`src/hdl/cmbd_pkg.sv`:
```
package cmbd_pkg;

    typedef enum logic [4:0] {
        PH_IDLE     = 5'd0,
        PH_COUNT    = 5'd1,
        PH_L_X      = 5'd2,
        PH_L_Y      = 5'd3,
        PH_L_VAL    = 5'd4,
        PH_COLOFF   = 5'd5,
        PH_ROWOFF   = 5'd6,
        PH_FLOAT    = 5'd7,
        PH_XFLAG    = 5'd8,
        PH_YFLAG    = 5'd9,
        PH_TYPE     = 5'd10,
        PH_S_ROWS   = 5'd11,
        PH_S_ROWNUM = 5'd12,
        PH_S_COLCNT = 5'd13,
        PH_S_COLNUM = 5'd14,
        PH_S_VAL    = 5'd15,
        PH_D_COUNT  = 5'd16,
        PH_D_WIDTH  = 5'd17,
        PH_D_VAL    = 5'd18,
        PH_DONE     = 5'd19
    } phase_t;

    typedef enum logic [1:0] {
        KIND_RECORD = 2'd0,
        KIND_END    = 2'd1,
        KIND_ERROR  = 2'd2
    } kind_t;

    localparam logic [3:0] VERSION_RESET  = 4'd9;
    localparam logic [3:0] VERSION_HEADER = 4'd7;
    localparam logic [3:0] VERSION_FLAGS  = 4'd8;
    localparam logic [7:0] TYPE_SPARSE    = 8'd1;
    localparam logic [7:0] TYPE_DENSE     = 8'd2;
    localparam logic [15:0] SHORT_SKIP    = 16'h8000;

    typedef struct packed {
        logic       block_start;
        logic [7:0] data_byte;
    } item_t;

    typedef struct packed {
        logic [1:0]  result_kind;
        logic [32:0] x_bin;
        logic [32:0] y_bin;
        logic [31:0] value_bits;
        logic        end_of_block;
    } result_t;

    // Exact conversion of a signed 16-bit integer to single precision.
    function automatic logic [31:0] short_to_float(input logic [15:0] s);
        logic [15:0] mag;
        logic [3:0]  p;
        logic [23:0] m24;
        logic [7:0]  expo;
        mag = s[15] ? (~s + 16'd1) : s;
        p = 4'd0;
        for (int i = 0; i < 16; i++) begin
            if (mag[i]) p = 4'(i);
        end
        m24 = {8'd0, mag} << (5'd23 - {1'b0, p});
        expo = 8'd127 + {4'd0, p};
        if (mag == 16'd0) return 32'd0;
        return {s[15], expo, m24[22:0]};
    endfunction

endpackage

```
`src/hdl/cmbd_ifs.sv`:
```
interface cmbd_in_if;
    logic       valid;
    logic       ready;
    logic [7:0] data_byte;
    logic       block_start;
    modport source (output valid, output data_byte, output block_start, input ready);
    modport sink (input valid, input data_byte, input block_start, output ready);
endinterface

interface cmbd_out_if;
    logic        valid;
    logic        ready;
    logic [1:0]  result_kind;
    logic [32:0] x_bin;
    logic [32:0] y_bin;
    logic [31:0] value_bits;
    logic        end_of_block;
    modport source (output valid, output result_kind, output x_bin, output y_bin,
                    output value_bits, output end_of_block, input ready);
    modport sink (input valid, input result_kind, input x_bin, input y_bin,
                  input value_bits, input end_of_block, output ready);
endinterface

interface cmbd_cfg_if;
    logic       valid;
    logic       ready;
    logic [3:0] data;
    modport source (output valid, output data, input ready);
    modport sink (input valid, input data, output ready);
endinterface

```
`src/hdl/cmbd_front.sv`:
```
module cmbd_front (
    input  logic           clk,
    input  logic           rst_n,
    cmbd_in_if.sink        in_ch,
    output logic           item_valid,
    output cmbd_pkg::item_t item,
    input  logic           item_pop
);
    import cmbd_pkg::*;

    item_t      buf_reg [2];
    logic       wr_ptr_reg, wr_ptr_next;
    logic       rd_ptr_reg, rd_ptr_next;
    logic [1:0] count_reg, count_next;
    logic       push;

    assign in_ch.ready = (count_reg != 2'd2);
    assign push        = in_ch.valid && in_ch.ready;
    assign item_valid  = (count_reg != 2'd0);
    assign item        = buf_reg[rd_ptr_reg];

    always_comb
    begin
        wr_ptr_next = push ? ~wr_ptr_reg : wr_ptr_reg;
        rd_ptr_next = item_pop ? ~rd_ptr_reg : rd_ptr_reg;
        count_next  = count_reg + {1'b0, push} - {1'b0, item_pop};
    end

    always_ff @(posedge clk or negedge rst_n)
    begin
        if (!rst_n)
        begin
            wr_ptr_reg <= 1'b0;
            rd_ptr_reg <= 1'b0;
            count_reg  <= 2'd0;
        end
        else
        begin
            wr_ptr_reg <= wr_ptr_next;
            rd_ptr_reg <= rd_ptr_next;
            count_reg  <= count_next;
        end
    end

    always_ff @(posedge clk)
    begin
        if (push)
        begin
            buf_reg[wr_ptr_reg] <= '{block_start: in_ch.block_start,
                                     data_byte: in_ch.data_byte};
        end
    end

endmodule

```
`src/hdl/cmbd_parser.sv`:
```
module cmbd_parser (
    input  logic             clk,
    input  logic             rst_n,
    input  logic             item_valid,
    input  cmbd_pkg::item_t  item,
    output logic             item_pop,
    input  logic [3:0]       format_version,
    output logic             res_valid,
    output cmbd_pkg::result_t res,
    input  logic             res_ready
);
    import cmbd_pkg::*;

    phase_t      phase_reg, phase_next, ph_c;
    logic [2:0]  fbc_reg, fbc_next, fbc_c;
    logic [31:0] fsh_reg, fsh_next, fsh_c;
    logic [31:0] coff_reg, coff_next, coff_c;
    logic [31:0] roff_reg, roff_next, roff_c;
    logic        vf_reg, vf_next, vf_c;
    logic        wx_reg, wx_next, wx_c;
    logic        wy_reg, wy_next, wy_c;
    logic [31:0] outer_reg, outer_next, outer_c;
    logic [31:0] inner_reg, inner_next, inner_c;
    logic [32:0] rowb_reg, rowb_next, rowb_c;
    logic [32:0] colb_reg, colb_next, colb_c;
    logic [15:0] dw_reg, dw_next, dw_c;
    logic [15:0] dc_reg, dc_next, dc_c;

    logic        res_valid_reg;
    result_t     res_reg;

    logic        em_valid;
    result_t     em;

    logic [31:0] sh, v;
    logic [2:0]  cnt, flen;
    logic [32:0] sv_y, sv_x, s32, short_bits_x;
    logic [31:0] outer_dec, inner_dec, short_bits;
    logic [15:0] absw;
    logic [16:0] dc_inc;
    logic        skip;

    assign item_pop  = item_valid && (!res_valid_reg || res_ready);
    assign res_valid = res_valid_reg;
    assign res       = res_reg;

    // A block start clears the per-block state before the byte is parsed.
    always_comb
    begin
        if (item.block_start)
        begin
            ph_c = PH_COUNT; fbc_c = '0; fsh_c = '0; coff_c = '0; roff_c = '0;
            vf_c = 1'b0; wx_c = 1'b0; wy_c = 1'b0; outer_c = '0; inner_c = '0;
            rowb_c = '0; colb_c = '0; dw_c = '0; dc_c = '0;
        end
        else
        begin
            ph_c = phase_reg; fbc_c = fbc_reg; fsh_c = fsh_reg; coff_c = coff_reg;
            roff_c = roff_reg; vf_c = vf_reg; wx_c = wx_reg; wy_c = wy_reg;
            outer_c = outer_reg; inner_c = inner_reg; rowb_c = rowb_reg;
            colb_c = colb_reg; dw_c = dw_reg; dc_c = dc_reg;
        end
    end

    always_comb
    begin
        unique case (ph_c)
            PH_FLOAT, PH_XFLAG, PH_YFLAG, PH_TYPE: flen = 3'd1;
            PH_S_ROWS, PH_S_ROWNUM:                flen = wy_c ? 3'd4 : 3'd2;
            PH_S_COLCNT, PH_S_COLNUM:              flen = wx_c ? 3'd4 : 3'd2;
            PH_S_VAL, PH_D_VAL:                    flen = vf_c ? 3'd4 : 3'd2;
            PH_D_WIDTH:                            flen = 3'd2;
            default:                               flen = 3'd4;
        endcase
    end

    assign sh   = fsh_c | ({24'd0, item.data_byte} << {fbc_c[1:0], 3'b000});
    assign cnt  = fbc_c + 3'd1;
    assign v    = sh;
    assign sv_y = wy_c ? {v[31], v} : {{17{v[15]}}, v[15:0]};
    assign sv_x = wx_c ? {v[31], v} : {{17{v[15]}}, v[15:0]};
    assign s32  = {v[31], v};
    assign outer_dec  = outer_c - 32'd1;
    assign inner_dec  = inner_c - 32'd1;
    assign short_bits = short_to_float(v[15:0]);
    assign short_bits_x = {1'b0, short_bits};
    assign absw   = dw_c[15] ? (~dw_c + 16'd1) : dw_c;
    assign dc_inc = {1'b0, dc_c} + 17'd1;
    assign skip   = vf_c ? ((v[30:23] == 8'hFF) && (v[22:0] != 23'd0))
                         : (v[15:0] == SHORT_SKIP);

    // Next state of the parser.
    always_comb
    begin
        phase_next = ph_c; fbc_next = fbc_c; fsh_next = fsh_c; coff_next = coff_c;
        roff_next = roff_c; vf_next = vf_c; wx_next = wx_c; wy_next = wy_c;
        outer_next = outer_c; inner_next = inner_c; rowb_next = rowb_c;
        colb_next = colb_c; dw_next = dw_c; dc_next = dc_c;
        em_valid = 1'b0;
        em = '{result_kind: KIND_RECORD, x_bin: '0, y_bin: '0, value_bits: '0,
               end_of_block: 1'b0};
        if (ph_c != PH_IDLE && ph_c != PH_DONE)
        begin
            if (cnt < flen)
            begin
                fsh_next = sh;
                fbc_next = cnt;
            end
            else
            begin
                fsh_next = '0;
                fbc_next = '0;
                unique case (ph_c)
                    PH_COUNT:
                    begin
                        if (format_version < VERSION_HEADER)
                        begin
                            if (s32[32] || v == 32'd0)
                            begin
                                em_valid = 1'b1; em.result_kind = KIND_END;
                                em.end_of_block = 1'b1;
                            end
                            else
                            begin
                                outer_next = v; phase_next = PH_L_X;
                            end
                        end
                        else phase_next = PH_COLOFF;
                    end
                    PH_L_X:
                    begin
                        colb_next = s32; phase_next = PH_L_Y;
                    end
                    PH_L_Y:
                    begin
                        rowb_next = s32; phase_next = PH_L_VAL;
                    end
                    PH_L_VAL:
                    begin
                        outer_next = outer_dec; phase_next = PH_L_X;
                        em_valid = 1'b1; em.x_bin = colb_c; em.y_bin = rowb_c;
                        em.value_bits = v; em.end_of_block = (outer_dec == 32'd0);
                    end
                    PH_COLOFF:
                    begin
                        coff_next = v; phase_next = PH_ROWOFF;
                    end
                    PH_ROWOFF:
                    begin
                        roff_next = v; phase_next = PH_FLOAT;
                    end
                    PH_FLOAT:
                    begin
                        vf_next = (v == 32'd1);
                        phase_next = (format_version > VERSION_FLAGS) ? PH_XFLAG : PH_TYPE;
                    end
                    PH_XFLAG:
                    begin
                        wx_next = (v == 32'd1); phase_next = PH_YFLAG;
                    end
                    PH_YFLAG:
                    begin
                        wy_next = (v == 32'd1); phase_next = PH_TYPE;
                    end
                    PH_TYPE:
                    begin
                        if (v[7:0] == TYPE_SPARSE) phase_next = PH_S_ROWS;
                        else if (v[7:0] == TYPE_DENSE) phase_next = PH_D_COUNT;
                        else
                        begin
                            em_valid = 1'b1; em.result_kind = KIND_ERROR;
                            em.end_of_block = 1'b1;
                        end
                    end
                    PH_S_ROWS:
                    begin
                        if (sv_y[32] || sv_y == 33'd0)
                        begin
                            em_valid = 1'b1; em.result_kind = KIND_END;
                            em.end_of_block = 1'b1;
                        end
                        else
                        begin
                            outer_next = sv_y[31:0]; phase_next = PH_S_ROWNUM;
                        end
                    end
                    PH_S_ROWNUM:
                    begin
                        rowb_next = {roff_c[31], roff_c} + sv_y;
                        phase_next = PH_S_COLCNT;
                    end
                    PH_S_COLCNT:
                    begin
                        if (!sv_x[32] && sv_x != 33'd0)
                        begin
                            inner_next = sv_x[31:0]; phase_next = PH_S_COLNUM;
                        end
                        else
                        begin
                            outer_next = outer_dec;
                            if (outer_dec == 32'd0)
                            begin
                                em_valid = 1'b1; em.result_kind = KIND_END;
                                em.end_of_block = 1'b1;
                            end
                            else phase_next = PH_S_ROWNUM;
                        end
                    end
                    PH_S_COLNUM:
                    begin
                        colb_next = {coff_c[31], coff_c} + sv_x;
                        phase_next = PH_S_VAL;
                    end
                    PH_S_VAL:
                    begin
                        inner_next = inner_dec;
                        em_valid = 1'b1; em.x_bin = colb_c; em.y_bin = rowb_c;
                        em.value_bits = vf_c ? v : short_bits_x[31:0];
                        if (inner_dec == 32'd0)
                        begin
                            outer_next = outer_dec;
                            em.end_of_block = (outer_dec == 32'd0);
                            phase_next = PH_S_ROWNUM;
                        end
                        else phase_next = PH_S_COLNUM;
                    end
                    PH_D_COUNT:
                    begin
                        outer_next = v; phase_next = PH_D_WIDTH;
                    end
                    PH_D_WIDTH:
                    begin
                        if (outer_c[31] || outer_c == 32'd0)
                        begin
                            em_valid = 1'b1; em.result_kind = KIND_END;
                            em.end_of_block = 1'b1;
                        end
                        else if (v[15:0] == 16'd0)
                        begin
                            em_valid = 1'b1; em.result_kind = KIND_ERROR;
                            em.end_of_block = 1'b1;
                        end
                        else
                        begin
                            dw_next = v[15:0]; dc_next = '0;
                            rowb_next = {roff_c[31], roff_c};
                            phase_next = PH_D_VAL;
                        end
                    end
                    PH_D_VAL:
                    begin
                        if (dc_inc >= {1'b0, absw})
                        begin
                            dc_next = '0;
                            rowb_next = dw_c[15] ? (rowb_c - 33'd1) : (rowb_c + 33'd1);
                        end
                        else dc_next = dc_inc[15:0];
                        outer_next = outer_dec;
                        if (skip)
                        begin
                            if (outer_dec == 32'd0)
                            begin
                                em_valid = 1'b1; em.result_kind = KIND_END;
                                em.end_of_block = 1'b1;
                            end
                        end
                        else
                        begin
                            em_valid = 1'b1;
                            em.x_bin = {coff_c[31], coff_c} + {17'd0, dc_c};
                            em.y_bin = rowb_c;
                            em.value_bits = vf_c ? v : short_bits_x[31:0];
                            em.end_of_block = (outer_dec == 32'd0);
                        end
                    end
                    default: phase_next = ph_c;
                endcase
                if (em_valid && em.end_of_block) phase_next = PH_DONE;
            end
        end
    end

    always_ff @(posedge clk or negedge rst_n)
    begin
        if (!rst_n)
        begin
            phase_reg <= PH_IDLE; fbc_reg <= '0; fsh_reg <= '0; coff_reg <= '0;
            roff_reg <= '0; vf_reg <= 1'b0; wx_reg <= 1'b0; wy_reg <= 1'b0;
            outer_reg <= '0; inner_reg <= '0; rowb_reg <= '0; colb_reg <= '0;
            dw_reg <= '0; dc_reg <= '0;
            res_valid_reg <= 1'b0;
        end
        else
        begin
            if (item_pop)
            begin
                phase_reg <= phase_next; fbc_reg <= fbc_next; fsh_reg <= fsh_next;
                coff_reg <= coff_next; roff_reg <= roff_next; vf_reg <= vf_next;
                wx_reg <= wx_next; wy_reg <= wy_next; outer_reg <= outer_next;
                inner_reg <= inner_next; rowb_reg <= rowb_next; colb_reg <= colb_next;
                dw_reg <= dw_next; dc_reg <= dc_next;
            end
            if (item_pop && em_valid) res_valid_reg <= 1'b1;
            else if (res_ready) res_valid_reg <= 1'b0;
        end
    end

    always_ff @(posedge clk)
    begin
        if (item_pop && em_valid) res_reg <= em;
    end

endmodule

```
`src/hdl/contact_matrix_block_decoder.sv`:
```
// Contact matrix block decoder.
// in_ch carries one decompressed block byte per transfer, little-endian,
// with block_start set on the first byte of each block; that byte restarts
// the parser. out_ch carries one result per transfer: a contact record
// (kind 0), a plain block end (kind 1) or a malformed-block error (kind 2),
// with end_of_block set on the block's last result.
// cfg_ch writes the 4-bit format version; it is always ready. The user must
// write it only while no byte is in flight; the block does not enforce this.
// Bytes go through a two-entry queue into the parser, which handles one
// byte per cycle while out_ch does not stall. A transferred byte waits in
// the queue until the parser takes it; its result is registered and stays
// valid on out_ch until taken.
// When out_ch stalls, the result register holds, the parser takes no further
// byte, and the queue absorbs up to two more bytes before in_ch.ready drops.
// Reset clears the queue and the result valid flag, sets the version to 9,
// and leaves the parser waiting for a block start.
module contact_matrix_block_decoder (
    input  logic      clk,
    input  logic      rst_n,
    cmbd_in_if.sink   in_ch,
    cmbd_out_if.source out_ch,
    cmbd_cfg_if.sink  cfg_ch
);
    import cmbd_pkg::*;

    logic       item_valid;
    item_t      item;
    logic       item_pop;
    logic [3:0] version_reg;
    result_t    res;
    logic       res_valid;

    assign cfg_ch.ready = 1'b1;

    always_ff @(posedge clk or negedge rst_n)
    begin
        if (!rst_n) version_reg <= VERSION_RESET;
        else if (cfg_ch.valid) version_reg <= cfg_ch.data;
    end

    cmbd_front u_front (
        .clk        (clk),
        .rst_n      (rst_n),
        .in_ch      (in_ch),
        .item_valid (item_valid),
        .item       (item),
        .item_pop   (item_pop)
    );

    cmbd_parser u_parser (
        .clk            (clk),
        .rst_n          (rst_n),
        .item_valid     (item_valid),
        .item           (item),
        .item_pop       (item_pop),
        .format_version (version_reg),
        .res_valid      (res_valid),
        .res            (res),
        .res_ready      (out_ch.ready)
    );

    assign out_ch.valid        = res_valid;
    assign out_ch.result_kind  = res.result_kind;
    assign out_ch.x_bin        = res.x_bin;
    assign out_ch.y_bin        = res.y_bin;
    assign out_ch.value_bits   = res.value_bits;
    assign out_ch.end_of_block = res.end_of_block;

endmodule

```
`src/flat_wrapper.sv`:
```
// flat-port wrapper written by rule: the top's interface ports become plain ports
module contact_matrix_block_decoder_flat import cmbd_pkg::*;
  (clk, rst_n, in_ch_valid, in_ch_data_byte, in_ch_block_start, in_ch_ready, out_ch_valid, out_ch_result_kind, out_ch_x_bin, out_ch_y_bin, out_ch_value_bits, out_ch_end_of_block, out_ch_ready, cfg_ch_valid, cfg_ch_data, cfg_ch_ready);
  cmbd_in_if in_ch_i ();
  cmbd_out_if out_ch_i ();
  cmbd_cfg_if cfg_ch_i ();
  input  logic clk;
  input  logic rst_n;
  input wire logic [$bits(in_ch_i.valid)-1:0] in_ch_valid;
  input wire logic [$bits(in_ch_i.data_byte)-1:0] in_ch_data_byte;
  input wire logic [$bits(in_ch_i.block_start)-1:0] in_ch_block_start;
  output wire logic [$bits(in_ch_i.ready)-1:0] in_ch_ready;
  output wire logic [$bits(out_ch_i.valid)-1:0] out_ch_valid;
  output wire logic [$bits(out_ch_i.result_kind)-1:0] out_ch_result_kind;
  output wire logic [$bits(out_ch_i.x_bin)-1:0] out_ch_x_bin;
  output wire logic [$bits(out_ch_i.y_bin)-1:0] out_ch_y_bin;
  output wire logic [$bits(out_ch_i.value_bits)-1:0] out_ch_value_bits;
  output wire logic [$bits(out_ch_i.end_of_block)-1:0] out_ch_end_of_block;
  input wire logic [$bits(out_ch_i.ready)-1:0] out_ch_ready;
  input wire logic [$bits(cfg_ch_i.valid)-1:0] cfg_ch_valid;
  input wire logic [$bits(cfg_ch_i.data)-1:0] cfg_ch_data;
  output wire logic [$bits(cfg_ch_i.ready)-1:0] cfg_ch_ready;
  assign in_ch_i.valid = in_ch_valid;
  assign in_ch_i.data_byte = in_ch_data_byte;
  assign in_ch_i.block_start = in_ch_block_start;
  assign in_ch_ready = in_ch_i.ready;
  assign out_ch_valid = out_ch_i.valid;
  assign out_ch_result_kind = out_ch_i.result_kind;
  assign out_ch_x_bin = out_ch_i.x_bin;
  assign out_ch_y_bin = out_ch_i.y_bin;
  assign out_ch_value_bits = out_ch_i.value_bits;
  assign out_ch_end_of_block = out_ch_i.end_of_block;
  assign out_ch_i.ready = out_ch_ready;
  assign cfg_ch_i.valid = cfg_ch_valid;
  assign cfg_ch_i.data = cfg_ch_data;
  assign cfg_ch_ready = cfg_ch_i.ready;
  contact_matrix_block_decoder u_core (.clk(clk), .rst_n(rst_n), .in_ch(in_ch_i), .out_ch(out_ch_i), .cfg_ch(cfg_ch_i));
endmodule
```
`config.mk`:
```
export PLATFORM = sky130hd
export DESIGN_NAME = contact_matrix_block_decoder_flat
export DESIGN_NICKNAME = d
export VERILOG_FILES = /design/src/hdl/cmbd_pkg.sv /design/src/hdl/cmbd_ifs.sv /design/src/hdl/cmbd_front.sv /design/src/hdl/cmbd_parser.sv /design/src/hdl/contact_matrix_block_decoder.sv /design/src/flat_wrapper.sv
export SDC_FILE = /design/constraint.sdc
export NUM_CORES = 2
export LEC_CHECK = 0
export BUFFER_PORTS_ARGS = -buffer_cell sky130_fd_sc_hd__buf_4
export CAP_MARGIN = 5
export CORE_ASPECT_RATIO = 0.6
export CORE_MARGIN = 8
export CORE_UTILIZATION = 45
export DETAILED_ROUTE_END_ITERATION = 6
export PLACE_DENSITY = 0.63
export SYNTH_ARGS = -nofsm -noshare
export SYNTH_HDL_FRONTEND = slang
export SYNTH_SLANG_ARGS = --single-unit
```
`constraint.sdc`:
```
create_clock -name clk -period 24.3 [get_ports clk]
set_input_delay 0 -clock clk [delete_from_list [all_inputs] [get_ports clk]]
set_output_delay 0 -clock clk [all_outputs]
set_load 0.02 [all_outputs]
```
; ---- Word level (Yosys, flattened, before mapping)
; Memories as Yosys holds them, arrays and structs flattened.
; Cells that the tools add are included.
[totals]
reg_bits = 379
mem_bits_rw = 18
in_bits = 18
output_inout_bits = 104
wordCells = 255
n_memories = 1
[op_classes]
addsub = 15
n_lt_le_gt_ge = 4
n_eq_ne = 25
shift = 2
muxes = 146
bitwise_logic = 6
reduce_logical = 32
[mem_list]
columns = name, words, word_bits, read_ports, rd_clocked_by_memory_dff, write_ports, line_no
row1 = u_core.u_front.buf_reg, 2, 9, 1, 0, 1, cmbd_front.sv:11  ; item_t buf_reg [2];
[ops]
columns = operator, n
row1 = two-way mux 32 bit, 26
row2 = two-way mux 33 bit, 12
row3 = case mux 98 bit (3 select lines), 1
row4 = two-way mux 16 bit, 14
row5 = case mux 32 bit (6 select lines), 1
row6 = case mux 33 bit (4 select lines), 1
row7 = logical NOT 32 bit, 4
row8 = two-way mux 98 bit, 1
row9 = case mux 5 bit (17 select lines), 1
row10 = adder 33 bit, 2
row11 = case mux 33 bit (2 select lines), 1
row12 = two-way mux 5 bit, 13
row13 = case mux 32 bit (2 select lines), 1
row14 = subtractor 32 x 1 -> 32 bit (second input constant), 2
row15 = two-way mux 4 bit, 14
row16 = two-way mux 1 bit, 42
row17 = == test 5 x 4 -> 1 bit (second input constant), 8
row18 = adder 32 x 17 -> 33 bit, 1
row19 = adder 33 x 1 -> 33 bit (second input constant), 1
row20 = logical NOT 33 bit, 1
row21 = nonzero test 33 bit, 1
row22 = subtractor 33 x 1 -> 33 bit (second input constant), 1
row23 = adder 16 x 1 -> 16 bit (second input constant), 2
row24 = == test 32 x 1 -> 1 bit (second input constant), 1
row25 = 41 further kinds, 78

; ---- Depth between registers and ports, before layout
; An unclocked memory read counts as a cell.
[depth]
ltp_word = 28
ltp_mapped = 35
ltp_nobuf = 20

; ---- Cells and area by module
; From an unflattened synthesis, not the netlist that was laid out.
[unflattened]
cells_unflattened = 3752
area_unflattened_um2 = 30908.4
[modules_own_cells]
columns = mod, instances, cells_each, area_per_inst_um2, seq_area_each_um2
row1 = cmbd_parser, 1, 3697, 29897.4, 9789.4
row2 = cmbd_front, 1, 45, 852.1, 640.6
row3 = contact_matrix_block_decoder, 1, 10, 158.9, 102.6

; ---- Worst setup path after synthesis
; Ideal clock, no wire load.
[synth_path]
path_type = register to register
start = register u_core.u_front.rd_ptr_reg
end = register u_core.u_parser.res_reg (netlist bit u_core.u_parser.res[0]) (enable)
setup_time_ns = 0.744
t_arrival_ns = 13.579
required_time_ns = 23.556
slack_ns = 9.977
stages_incl_launch_ff = 27
path_buffers = 14
synth_period_minus_slack_ns = 14.323
cell_sequence = dfrtp_1 > buf_6 > mux2i_4 > buf_6 > buf_4 > buf_2 > buf_2 > buf_2 > buf_2 > buf_2 > buf_2 > buf_2 > clkbuf_1 > clkbuf_1 > clkbuf_1 > nand2_1 > ha_1 > clkbuf_1 > o21a_1 > a21oi_1 > a311oi_1 > or4_1 > nor3_1 > nand4b_1 > nor4_1 > a21oi_1 > a311oi_1
[synth_via]
elab_chain_len = 14
elab_cells_between_ends = 74
classes_between = add/sub: 2 / order compare: 1 / eq/ne: 18 / shift: 1 / mux: 29 / bitwise: 1 / reduce/logical: 21 / memory: 1
[synth_rtl]
columns = element, line_no
row1 = from (decl), cmbd_front.sv:13  ; logic rd_ptr_reg, rd_ptr_next;
row2 = from (signal assigned), cmbd_front.sv:40  ; rd_ptr_reg <= rd_ptr_next;
row3 = memory read (2 x 9 bit) *, --
row4 = branches (longest 11 deep; another with subtractor 32 x 1 -> 32 bit), --
row5 = two-way mux 1 bit *, cmbd_parser.sv:102  ; if (ph_c != PH_IDLE && ph_c != PH_DONE)
row6 = logical AND 1 bit *, cmbd_parser.sv:310  ; if (item_pop && em_valid) res_reg <= em;
row7 = to (signal assigned), cmbd_parser.sv:310
row8 = to (decl), cmbd_parser.sv:30  ; result_t res_reg;
; Mark *: on every way between the ends. The select of a mux whose other input is x is not followed.
; A chain may end at the register's enable or synchronous reset.

; ---- Final worst setup path
[layout_path]
start = register u_core.u_front.rd_ptr_reg
end = register u_core.u_parser.rowb_reg[17]
[layout_via]
elab_chain_len = 10
elab_cells_between_ends = 58
classes_between = add/sub: 6 / order compare: 2 / eq/ne: 13 / shift: 1 / mux: 24 / bitwise: 2 / reduce/logical: 9 / memory: 1
[layout_rtl]
columns = element, line_no
row1 = memory read (2 x 9 bit) *, --
row2 = two-way mux 16 bit / two-way mux 3 bit (equally long branches), cmbd_parser.sv:50  ; if (item.block_start)
row3 = NOT 16 bit / left shift 8 x 5 -> 32 bit (equally long branches), "cmbd_parser.sv:87, cmbd_parser.sv:77"
row4 = adder 16 x 1 -> 16 bit / bitwise OR 32 bit (equally long branches), "cmbd_parser.sv:87, cmbd_parser.sv:77"
row5 = two-way mux 16 bit / logical NOT 16 bit (equally long branches), "cmbd_parser.sv:87, cmbd_parser.sv:238"
row6 = greater-or-equal comparator 17 x 16 -> 1 bit / two-way mux 33 bit (equally long branches), "cmbd_parser.sv:252, cmbd_parser.sv:238"
row7 = "two-way mux 33 bit, on equally long branches", "cmbd_parser.sv:252, cmbd_parser.sv:233"
row8 = case mux 33 bit (4 select lines), cmbd_parser.sv:113  ; unique case (ph_c)
row9 = two-way mux 33 bit, cmbd_parser.sv:104  ; if (cnt < flen)
row10 = two-way mux 33 bit *, cmbd_parser.sv:102
row11 = to (signal assigned), cmbd_parser.sv:300  ; inner_reg <= inner_next; rowb_reg <= rowb_next; colb_reg <= colb_next;
row12 = to (decl), cmbd_parser.sv:24  ; logic [32:0] rowb_reg, rowb_next, rowb_c;
; Mark *: on every way between the ends. The rest lies on a longest branch, timed or not.

==> impl_metrics.yaml <==
floorplan:
  fp.dieArea_mm2: 0.07888
  die_y_um: 220.8
  dieWidth_um: 357.3
  boundaryPins: 122
  core_area_mm2: 0.06954
  num_rows: 75
  start_util_pct: 45.23
grt:
  grt_pass1_wl_um: 191800
  grt_antenna_before_repair: 6
  grt.total_usage_pct: 31.70
  grt_pass1_vias: 28841
  grt_max_degree: 157
  grt-ovfl-total: 0
power:
  power.density_mw_per_mm2: 114.9
  p_leak_nw: 15.18
  vdd_drop_max_mv: 0.08244
  power_mw: 4.034
final_layout:
  final_util_pct: 50.49
  seq_area_mm2: 0.01053
  largest_reg_flops: 101
  fill_cells: 6645
  synthToLayoutAreaGrowth_pct: 11.63
  layout-drive-gt1-share_pct: 10.22
  multi_input_area_mm2: 0.01957
  final_nets: 4035
  design_area_mm2: 0.03511
clock_network:
  clk_latency_ns: 0.62
  cts_resized: 0
  cts_max_path_buffers: 3
  clkTransAtPathRegs_ns: 0.07
  cts_tree: "built"
  cts_buffers: 44
  htree_levels: 2
  cts_root_buf: "clkbuf_16"
  post_cts_buffers: 0
  cts_sinks: 397
  cts_hold_buf: 21
logic_synthesis:
  synth_edf_count: 119
  syn-cell-area_mm2: 0.03145
  syn_nets: 3981
  avgSynthCellArea_um2: 8.242
  synth_ff_type: "dfrtp_1"
  synth_warnings: 0
  yosysSeqAreaShare_pct: 33.49
  synthCells: 3816
  async_flop_share_pct: 70.03
  ys_types: 118
  synth_seq_cells: 397
timing:
  fin_crit_ns: 7.448
  finalHoldViolations: 0
  tns_ns: 0
  finalSetupViolCount: 0
  rsz0062_at_grt: "no"
  slew_viol_final: 0
  timing.final.ws_setup_ns: 16.85
  max_slew.worst_pin.slew_ns: 1.211
  relSlewSlack_pct: 18.78
  period_share_pct: 30.65
  fmax_mhz: 134.3
  skew_ns: 0.02768
route:
  final_antenna_net_count: 0
  drtPass1Iterations: 7
  wl_per_cell_um: 26.74
  via_per_inst: 6.638
  vias: 32082
  drt_iter0_drc: 4806
  drcViolationCount: 19
  wl_um: 129200
setup_path:
  path_class: "reg -> reg"
  slowest_delay_ns: 0.97
  reg2reg_slack_ns: 16.85
  cp_common_cell: "buf_4"
  crit_arrival_ns: 7.92
  worstPathRequired_ns: 24.77
  start_kind: "flip-flop"
  reg2reg_to: "u_core.u_parser.rowb_reg[17]$_DFFE_PN0P_"
  end_kind: "flip-flop"
  critPathSlowestCell: "dfrtp_2"
  r2r-start: "u_core.u_front.rd_ptr_reg$_DFFE_PN0P_"
  path_max_fanout: 62
  worstPathCellList: "mux2i_4, buf_4, buf_4, and2_1, ha_1, and4_1, nand3_1, nor2_1, and3_1, and3_1, nand3_1, xnor2_1, ha_1, a21o_1, a21oi_1, o311a_1, and2_1, buf_4, o21ai_0, a221oi_1, o21ai_0, o2bb2ai_1"
  reg2regPathDepth: 22
run:
  maxCapViolations: 0
run_status:
  status: "finished with violations"
  failed_checks: "design-rule violations"
worst_hold_path:
  hp-class: "in -> async"
placement:
  dpl_cell_area_mm2: 0.03338
  gp_congestion: 1.012
  dp_hpwl_um: 93110
  io_buffers: 120
  post-place-ws_ns: 17.08
## power by group
| part | switching (mW) | leakage (nW) | internal [mW] |
|---|---|---|---|
| Clock | 0.306 | 0.722 | 0.421 |
| Combinational | 1.76 | 9.34 | 0.693 |
| Sequential | 0.0955 | 5.12 | 0.753 |
| Total | 2.17 | 15.2 | 1.87 |
## synthesized netlist by cell type (12+ instances only)
library cell  count  area share [%]
buf_1            15            0.18
or3_1            24            0.48
o221ai_1         35            0.97
nand3_1          81             1.3
a22oi_1          63             1.5
inv_1           102             1.2
a41oi_1          12            0.33
and2_1          100             2.0
a222oi_1         12            0.38
xor2_1           63             1.8
o31ai_1          28            0.67
or4_1            15            0.36
nand2b_1         29            0.58
a21o_1           83             2.0
or2_2            16            0.32
a211oi_1         34            0.81
ha_1            143             5.7
a21oi_1         262             4.2
clkbuf_1        173             2.1
mux2_2           21            0.75
buf_2            37            0.59
nand2_1         482             5.8
nor3_1           80             1.3
a31oi_1          67             1.3
nor2b_1          22            0.44
mux2i_1          23            0.73
o21ai_0         411             6.5
o21a_1           28            0.67
edfxtp_1        119              11
and3_1           28            0.56
xnor2_1         113             3.1
nor2_1          293             3.5
nand4_1          33            0.66
o21bai_1         19            0.45
o211ai_1         22            0.53
dfrtp_1         276              22
a22o_1           89             2.5
o22ai_1          54             1.1
nor4_1           31            0.62
a221oi_1         21            0.58
## worst max-delay path: cells and delay by family (launching register included)
family / cells / cell delay, ns
xor gates and xnor gates: 1 / 0.22
buffers and inverters: 3 / 1.60
DFF: 1 / 0.97
muxes: 1 / 0.39
adders and majority gates: 2 / 0.57
AOI/OAI and AO/OA: 7 / 1.59
and+or+nand+nor: 8 / 1.84
## routing by layer
layer | GRT usage (%) | vias up | part of all wire [%]
li1 | - | 14334 | -
met3 | 12.23 | 251 | 16
met5 | 0 | - | 0.056
met1 | 47.89 | 15326 | 44
met4 | 10.00 | 10 | 3.0
met2 | 40.25 | 2161 | 37
## layout by cell type, fill, tap and decap left out, types with 81 or more instances in the layout
cell type | synthesis | final
inv_1 | 102 | 101
nand3_1 | 81 | 81
xnor2_1 | 113 | 113
a22o_1 | 89 | 89
nand2_1 | 482 | 482
buf_4 | 5 | 221
a21oi_1 | 262 | 261
ha_1 | 143 | 143
o21ai_0 | 411 | 408
and2_1 | 100 | 100
a21o_1 | 83 | 83
nor2_1 | 293 | 290
edfxtp_1 | 119 | 119
dfrtp_1 | 276 | 275
## how the worst max path moves through the flow
stage                                     startpoint                                  endpoint  slack [ns]  depth (start not counted)
3_3_place_gp   u_core.u_front.rd_ptr_reg$_DFFE_PN0P_  u_core.u_parser.rowb_reg[15]$_DFFE_PN0P_       17.29                         22
3_5_place_dp   u_core.u_front.rd_ptr_reg$_DFFE_PN0P_  u_core.u_parser.rowb_reg[17]$_DFFE_PN0P_       17.08                         22
6_report       u_core.u_front.rd_ptr_reg$_DFFE_PN0P_  u_core.u_parser.rowb_reg[17]$_DFFE_PN0P_       16.85                         22
2_1_floorplan  u_core.u_front.rd_ptr_reg$_DFFE_PN0P_      u_core.u_parser.res[0]$_SDFFCE_PP0P_        9.98                         26
4_1_cts        u_core.u_front.rd_ptr_reg$_DFFE_PN0P_  u_core.u_parser.rowb_reg[17]$_DFFE_PN0P_       17.07                         22
5_1_grt        u_core.u_front.rd_ptr_reg$_DFFE_PN0P_  u_core.u_parser.rowb_reg[17]$_DFFE_PN0P_       16.47                         22
## cells by family after synthesis
logic type | after synthesis | share of synthesized area [%]
multiplexers | 53 | 2.033
buffers and inverters | 347 | 4.515
AND/OR/NAND/NOR | 1298 | 19.61
other | 1 | 0.01192
flip-flops | 397 | 33.49
adder cells (fa/ha/maj) | 147 | 5.943
AO/OA/AOI/OAI | 1395 | 29.39
XOR/XNOR | 178 | 5.005
## stage by stage
step,cells,hold WS (ns)
final,4833,0.007113
after global routing,4827,0.02601
after CTS,4827,0.004266
after detailed placement,4727,-0.005341
after global placement,4727,-0.007316
after floorplan,3816,-0.2956
## final cells by class
| type | instances | area share, % |
|---|---|---|
| multi-input combinational | 3072 | 55.73 |
| sequential | 397 | 30.00 |
| timing repair buffer | 245 | 5.531 |
| clock buffer | 60 | 3.425 |
| tap | 924 | 3.293 |
| inverter | 110 | 1.176 |
| clock inverter | 19 | 0.8054 |
| antenna | 6 | 0.04276 |
No activity file was read; power rests on OpenSTA's default activity.
